**src/sv/rgbrop_pkg.sv**
```systemverilog
// ----------------------------------------------------------------------------
// rgbrop_pkg
// Shared types and constants for the RGB565 raster-op ALU.
// ----------------------------------------------------------------------------
package rgbrop_pkg;

  localparam int PIX_W = 16;
  localparam int OP_W  = 5;
  localparam int R_W   = 5;
  localparam int G_W   = 6;
  localparam int B_W   = 5;

  localparam logic [R_W-1:0]   R_MAX = 5'h1F;
  localparam logic [G_W-1:0]   G_MAX = 6'h3F;
  localparam logic [B_W-1:0]   B_MAX = 5'h1F;
  localparam logic [PIX_W-1:0] PIX_ONES = 16'hFFFF;
  localparam logic [PIX_W-1:0] PIX_ZERO = 16'h0000;
  localparam logic [PIX_W-1:0] MASK_THRESHOLD_RESET = 16'h7BEF;

  localparam logic [OP_W-1:0] OP_BLACK       = 5'd0;
  localparam logic [OP_W-1:0] OP_MERGECOPY   = 5'd1;
  localparam logic [OP_W-1:0] OP_MERGEPAINT  = 5'd2;
  localparam logic [OP_W-1:0] OP_NOTSRCCOPY  = 5'd3;
  localparam logic [OP_W-1:0] OP_NOTSRCERASE = 5'd4;
  localparam logic [OP_W-1:0] OP_PATCOPY     = 5'd5;
  localparam logic [OP_W-1:0] OP_PATINVERT   = 5'd6;
  localparam logic [OP_W-1:0] OP_PATPAINT    = 5'd7;
  localparam logic [OP_W-1:0] OP_SRCAND      = 5'd8;
  localparam logic [OP_W-1:0] OP_SRCCOPY     = 5'd9;
  localparam logic [OP_W-1:0] OP_SRCERASE    = 5'd10;
  localparam logic [OP_W-1:0] OP_SRCINVERT   = 5'd11;
  localparam logic [OP_W-1:0] OP_SRCPAINT    = 5'd12;
  localparam logic [OP_W-1:0] OP_WHITE       = 5'd13;
  localparam logic [OP_W-1:0] OP_ADD         = 5'd14;
  localparam logic [OP_W-1:0] OP_SUB         = 5'd15;
  localparam logic [OP_W-1:0] OP_BLEND       = 5'd16;

  typedef struct packed {
    logic [OP_W-1:0]  op;
    logic [PIX_W-1:0] dest_pixel;
    logic [PIX_W-1:0] src_pixel;
    logic [PIX_W-1:0] mask_pixel;
    logic             invert;
  } pix_item_t;

endpackage

```
**src/sv/rgbrop_alu.sv**
```systemverilog
// ----------------------------------------------------------------------------
// rgbrop_alu
// Combinational raster-op and per-channel arithmetic on one RGB565 pixel.
// ----------------------------------------------------------------------------
module rgbrop_alu (
  input  rgbrop_pkg::pix_item_t          item,
  input  logic [rgbrop_pkg::PIX_W-1:0]   mask_threshold,
  output logic [rgbrop_pkg::PIX_W-1:0]   result_pixel
);

  logic [rgbrop_pkg::PIX_W-1:0] d;
  logic [rgbrop_pkg::PIX_W-1:0] s;
  logic [rgbrop_pkg::PIX_W-1:0] m;

  logic [rgbrop_pkg::R_W-1:0] dr, sr, add_r, sub_r, bl_r;
  logic [rgbrop_pkg::G_W-1:0] dg, sg, add_g, sub_g, bl_g;
  logic [rgbrop_pkg::B_W-1:0] db, sb, add_b, sub_b, bl_b;
  logic [rgbrop_pkg::R_W:0]   sum_r;
  logic [rgbrop_pkg::G_W:0]   sum_g;
  logic [rgbrop_pkg::B_W:0]   sum_b;

  assign d = item.dest_pixel;
  assign s = item.invert ? ~item.src_pixel : item.src_pixel;
  assign m = (item.mask_pixel > mask_threshold) ? rgbrop_pkg::PIX_ONES : rgbrop_pkg::PIX_ZERO;

  assign dr = d[15:11];
  assign dg = d[10:5];
  assign db = d[4:0];
  assign sr = s[15:11];
  assign sg = s[10:5];
  assign sb = s[4:0];

  // saturating add
  assign sum_r = {1'b0, dr} + {1'b0, sr};
  assign sum_g = {1'b0, dg} + {1'b0, sg};
  assign sum_b = {1'b0, db} + {1'b0, sb};
  assign add_r = sum_r[rgbrop_pkg::R_W] ? rgbrop_pkg::R_MAX : sum_r[rgbrop_pkg::R_W-1:0];
  assign add_g = sum_g[rgbrop_pkg::G_W] ? rgbrop_pkg::G_MAX : sum_g[rgbrop_pkg::G_W-1:0];
  assign add_b = sum_b[rgbrop_pkg::B_W] ? rgbrop_pkg::B_MAX : sum_b[rgbrop_pkg::B_W-1:0];

  // subtract clamped at zero
  assign sub_r = (dr > sr) ? (dr - sr) : '0;
  assign sub_g = (dg > sg) ? (dg - sg) : '0;
  assign sub_b = (db > sb) ? (db - sb) : '0;

  // 50% blend
  assign bl_r = (dr >> 1) + (sr >> 1);
  assign bl_g = (dg >> 1) + (sg >> 1);
  assign bl_b = (db >> 1) + (sb >> 1);

  always_comb begin
    case (item.op)
      rgbrop_pkg::OP_BLACK:       result_pixel = rgbrop_pkg::PIX_ZERO;
      rgbrop_pkg::OP_MERGECOPY:   result_pixel = (m != rgbrop_pkg::PIX_ZERO) ? s : d;
      rgbrop_pkg::OP_MERGEPAINT:  result_pixel = d | ~s;
      rgbrop_pkg::OP_NOTSRCCOPY:  result_pixel = ~s;
      rgbrop_pkg::OP_NOTSRCERASE: result_pixel = ~(d | s);
      rgbrop_pkg::OP_PATCOPY:     result_pixel = d | m;
      rgbrop_pkg::OP_PATINVERT:   result_pixel = d ^ m;
      rgbrop_pkg::OP_PATPAINT:    result_pixel = d | ~s | m;
      rgbrop_pkg::OP_SRCAND:      result_pixel = d & item.src_pixel;
      rgbrop_pkg::OP_SRCCOPY:     result_pixel = s;
      rgbrop_pkg::OP_SRCERASE:    result_pixel = ~d & s;
      rgbrop_pkg::OP_SRCINVERT:   result_pixel = d ^ s;
      rgbrop_pkg::OP_SRCPAINT:    result_pixel = d | s;
      rgbrop_pkg::OP_WHITE:       result_pixel = rgbrop_pkg::PIX_ONES;
      rgbrop_pkg::OP_ADD:         result_pixel = {add_r, add_g, add_b};
      rgbrop_pkg::OP_SUB:         result_pixel = {sub_r, sub_g, sub_b};
      rgbrop_pkg::OP_BLEND:       result_pixel = {bl_r, bl_g, bl_b};
      default:                    result_pixel = d;
    endcase
  end

endmodule

```
**src/sv/rgb565_raster_op_alu_core.sv**
```systemverilog
// ----------------------------------------------------------------------------
// rgb565_raster_op_alu_core
// Per-pixel blit ALU for RGB565 pixels.
//
// Usage:
//   An input transaction is taken on a rising edge with start high and busy
//   low; op, dest_pixel, src_pixel, mask_pixel and invert are sampled there.
//   busy is low whenever rst is low, so one pixel can enter every cycle.
//   The result appears on result_pixel with done high for exactly one cycle,
//   after the input register, then the result register around one pass of
//   combinational ALU logic. Throughput is one pixel per clock. The receiver
//   cannot stall: each result must be taken in the cycle it is shown.
//   mask_threshold is written through cfg_valid / cfg_ready / cfg_data and
//   should only be changed while no pixel is in flight. cfg_ready is high
//   outside reset.
//   Synchronous reset rst clears the pipeline valid flags, drops done and
//   loads mask_threshold with 0x7BEF.
// ----------------------------------------------------------------------------
module rgb565_raster_op_alu_core (
  input  logic                           clk,
  input  logic                           rst,
  input  logic                           start,
  output logic                           busy,
  input  logic [rgbrop_pkg::OP_W-1:0]    op,
  input  logic [rgbrop_pkg::PIX_W-1:0]   dest_pixel,
  input  logic [rgbrop_pkg::PIX_W-1:0]   src_pixel,
  input  logic [rgbrop_pkg::PIX_W-1:0]   mask_pixel,
  input  logic                           invert,
  output logic                           done,
  output logic [rgbrop_pkg::PIX_W-1:0]   result_pixel,
  input  logic                           cfg_valid,
  output logic                           cfg_ready,
  input  logic [rgbrop_pkg::PIX_W-1:0]   cfg_data
);

  rgbrop_pkg::pix_item_t        item;
  logic                         item_valid;
  logic [rgbrop_pkg::PIX_W-1:0] mask_threshold;
  logic [rgbrop_pkg::PIX_W-1:0] alu_result;
  logic                         accept;

  assign busy      = rst;
  assign cfg_ready = !rst;
  assign accept    = start && !busy;

  always_ff @(posedge clk) begin
    if (rst) begin
      mask_threshold <= rgbrop_pkg::MASK_THRESHOLD_RESET;
    end else if (cfg_valid && cfg_ready) begin
      mask_threshold <= cfg_data;
    end
  end

  // input register
  always_ff @(posedge clk) begin
    if (rst) begin
      item_valid <= 1'b0;
    end else begin
      item_valid <= accept;
    end
  end

  always_ff @(posedge clk) begin
    if (accept) begin
      item.op         <= op;
      item.dest_pixel <= dest_pixel;
      item.src_pixel  <= src_pixel;
      item.mask_pixel <= mask_pixel;
      item.invert     <= invert;
    end
  end

  rgbrop_alu u_alu (
    .item           (item),
    .mask_threshold (mask_threshold),
    .result_pixel   (alu_result)
  );

  // result register
  always_ff @(posedge clk) begin
    if (rst) begin
      done <= 1'b0;
    end else begin
      done <= item_valid;
    end
  end

  always_ff @(posedge clk) begin
    if (item_valid) begin
      result_pixel <= alu_result;
    end
  end

endmodule

```
**config.mk**
```make
export PLATFORM = sky130hd
export DESIGN_NAME = rgb565_raster_op_alu_core
export DESIGN_NICKNAME = d
export VERILOG_FILES = /design/src/sv/rgbrop_pkg.sv /design/src/sv/rgbrop_alu.sv /design/src/sv/rgb565_raster_op_alu_core.sv
export SDC_FILE = /design/constraint.sdc
export NUM_CORES = 1
export LEC_CHECK = 0
export ABC_CLOCK_PERIOD_IN_PS = 3700
export BUFFER_PORTS_ARGS = -buffer_cell sky130_fd_sc_hd__buf_2
export CORE_MARGIN = 2
export CORE_UTILIZATION = 54
export DETAILED_ROUTE_END_ITERATION = 10
export PLACE_DENSITY = 0.83
export SLEW_MARGIN = 20
export SYNTH_ARGS = -nofsm -noshare
export SYNTH_HDL_FRONTEND = slang
export SYNTH_SLANG_ARGS = --single-unit
```
**constraint.sdc**
```tcl
create_clock -name clk -period 3.7 [get_ports clk]
set_clock_uncertainty 0.2 [all_clocks]
set_input_delay 0.74 -clock clk [delete_from_list [all_inputs] [get_ports clk]]
set_output_delay 0.74 -clock clk [all_outputs]
set_load 0.05 [all_outputs]
```
==> flow_metrics.py <==
metrics = {
    "placement": {
        "place_hpwl_mm": 17.5,
        "dp_slack_ns": 0.105,
        "port_buffers": 92,
        "gp_congestion": 1.03,
    },
    "power_and_ir_drop": {
        "comb_power_share_pct": 36.9,
        "seqPwrFrac_pct": 35.6,
        "p_sw_mw": 1.28,
        "vdd_drop_max_uv": 279,
        "internal-power_mw": 2.15,
        "p_clk_share_pct": 27.5,
        "p_sw_share_pct": 37.3,
        "power_leakage_nw": 4.01,
        "p_per_area_mw_per_mm2": 373,
    },
    "drt": {
        "drc": 0,
        "wl_met2_mm": 10.4,
        "firstDrtPassIters": 5,
        "dr_wl_met3_mm": 2.44,
        "postRouteAntennaNets": 0,
        "wl_mm": 23.8,
        "via_count": 7331,
        "wl_per_cell_um": 21.1,
        "viasPerCell": 6.49,
        "highest_layer": "met4",
        "wirelength_met1_mm": 9.98,
        "drt-initial-drc-count": 856,
    },
    "clock_network": {
        "cts_max_level": 3,
        "ctsLongestPathBuffers": 2,
        "cts-root-buf": "clkbuf_16",
        "cts.sink_count": 88,
        "clk_latency_ns": 0.37,
        "hold_buffers": 0,
        "numCtsBuffers": 9,
        "clk_pin_slew_ns": 0.08,
        "cts_tree": "built",
    },
    "grt": {
        "grt_pass1_wl_mm": 37.3,
        "grt-ovfl-total": 0,
        "antenna_found_initial": 0,
        "grt_pass1_vias": 6952,
        "grt_max_degree": 42,
        "grt_use_total_pct": 30.3,
    },
    "synth": {
        "ys_ff_latch": 88,
        "synth_warnings": 0,
        "synth_edf_count": 70,
        "synth_top_area_share_pct": 26.7,
        "synth_nets": 996,
        "yosysMostFrequentCell": "ha_1",
        "async_flop_share_pct": 0,
        "ys_types": 85,
        "synth_commonest_cells": "ha_1 (81), edfxtp_1 (70), inv_1 (67)",
        "yosysSeqAreaShare_pct": 31.3,
        "syn_area_mm2": 0.00786,
        "synthTopCellsByArea": "edfxtp_1 (27%), ha_1 (13%), dfxtp_1 (4.6%), xor2_1 (3.6%), inv_1 (3.2%)",
        "synth_top_area_cell": "edfxtp_1",
        "synth_ff_type": "edfxtp_1",
        "synth_cells": 832,
        "avgSynthCellArea_um2": 9.45,
    },
    "sta": {
        "period_share_pct": 97.4,
        "worst_pin_slew_ns": 1.13,
        "report.final.slew_viol_count": 0,
        "relSlewSlack_pct": 24.2,
        "fmax_mhz": 277,
        "post-route-min-period_ns": 3.60,
        "setup_viol": 0,
        "rsz0062_at_grt": "true",
        "hold_viol_final": 0,
        "layout_setup_ws_ns": 0.0962,
    },
    "cells_and_area": {
        "syn_to_final_growth_pct": 17.1,
        "diodes": 0,
        "postLayoutCoreUtil_pct": 64.1,
        "nets": 1105,
        "final_layout_size_suffix_gt1_share_pct": 21.9,
    },
    "setup_path": {
        "critPathArrivalTime_ns": 3.50,
        "crit_path_top_delay_cell": "ha_2",
        "max_stage_delay_ns": 0.49,
        "timing.setup.critical_path_class": "register to register",
        "cp_max_fo": 12,
        "crit_chain": "buf_4, buf_4, xor2_1, ha_2, o21bai_1, a21oi_1, and2_1, a21oi_1, or3_1, o41ai_2, a22oi_1",
        "end_kind": "register",
        "cp.required_ns": 3.60,
        "critPathLaunchType": "register",
    },
    "die": {
        "pin_count": 93,
        "row_count": 44,
        "fp.dieH_um": 125,
        "dieArea_mm2": 0.0155,
        "core_area_mm2": 0.0144,
        "start_util_pct": 54.7,
        "fp.dieW_um": 125,
    },
    "min_path": {
        "hold_class": "register to register",
    },
    "flow_run": {
        "maxCapViolations": 0,
    },
    "outcome": {
        "status": "finished, final reports clean",
    },
}
-- state kept, by name (all words and copies together) (netlist names) --
signal          count
done                1
item               54
item_valid          1
mask_threshold     16
result_pixel       16
-- power groups by stage --
stage	logic, mW	registers [mW]	clock network (mW)
after floorplan	0.795	1.28	0
after global placement	1.19	1.24	0
after detailed placement	1.20	1.24	0
after CTS	1.21	1.22	0.954
after global routing	1.37	1.23	1.00
final	1.27	1.22	0.945
-- worst paths after layout --
kind	depth (start not counted)	endpoint	startpoint	slack (ns)
max	11	result_pixel[0]$_DFFE_PP_	item[0]$_DFFE_PP_	0.1
min	2	mask_threshold[0]$_SDFFE_PP1P_	mask_threshold[0]$_SDFFE_PP1P_	0.29
max reg2reg	11	result_pixel[0]$_DFFE_PP_	item[0]$_DFFE_PP_	0.1
min reg2reg	2	mask_threshold[0]$_SDFFE_PP1P_	mask_threshold[0]$_SDFFE_PP1P_	0.29
-- logic make-up (layout without fill, tap and decap cells) --
| kind of cell | after synthesis | in the layout | share of synthesized area [%] |
|---|---|---|---|
| and+or+nand+nor | 206 | 206 | 13.8 |
| muxes | 19 | 19 | 2.42 |
| xor gates and xnor gates | 49 | 49 | 5.46 |
| buffers and inverters | 116 | 230 | 6.34 |
| adders and majority gates | 90 | 90 | 15.2 |
| DFF | 88 | 88 | 31.3 |
| AOI/OAI and AO/OA | 264 | 264 | 25.5 |
-- metrics by stage --
step | power, mW | area (µm²) | instances | setup TNS, ns | hold slack (ns)
detailed placement | 2.44 | 8780 | 1113 | 0 | 0.270
CTS | 3.38 | 9090 | 1129 | 0 | 0.291
finish | 3.43 | 9210 | 1130 | 0 | 0.287
global placement | 2.42 | 8780 | 1113 | 0 | 0.260
floorplan | 2.07 | 7870 | 832 | 0 | 0.246
global route | 3.60 | 9210 | 1130 | -0.0148 | 0.321
-- placed cells by master (no fill, tap or decap), types with 18 or more instances in the layout --
master	Yosys	layout
buf_2	14	92
ha_1	81	79
edfxtp_1	70	70
inv_1	67	67
buf_4	6	51
nor2_1	49	49
nand2_1	44	44
a21oi_1	40	40
xor2_1	32	27
o21ai_0	21	20
o211ai_1	20	20
mux2i_1	19	19
dfxtp_1	18	18
-- area by class of cell --
| class | count | area [µm²] |
|---|---|---|
| fillers | 1167 | 5160 |
| clock inverters | 7 | 86.3 |
| clock buffers | 9 | 225 |
| multi-input cells | 628 | 5030 |
| repair buffers | 147 | 923 |
| inverters | 67 | 251 |
| flip-flops and latches | 88 | 2460 |
| well taps | 184 | 230 |
-- per-layer routing --
metal / vias up / GRT usage, %
met5: - / 0
met3: 91 / 7.69
met4: 0 / 13.4
met2: 458 / 45.1
met1: 3433 / 41.7
li1: 3349 / -
-- worst max-delay path, delay by kind of cell (launching register included) --
kind,cells,cell delay [ns]
AO/OA/AOI/OAI,5,0.94
XOR/XNOR,1,0.22
adder cells (fa/ha/maj),1,0.49
buffers and inverters,2,0.37
flip-flops,1,0.43
AND/OR/NAND/NOR,2,0.65
-- what timing repair did --
item	in CTS	in global routing
endpoints found under the setup margin	0	13
endpoints found under the hold margin	0	0
setup buffers	0	1
resized for setup	0	16
Note: power is estimated with default switching activity, not from simulation.
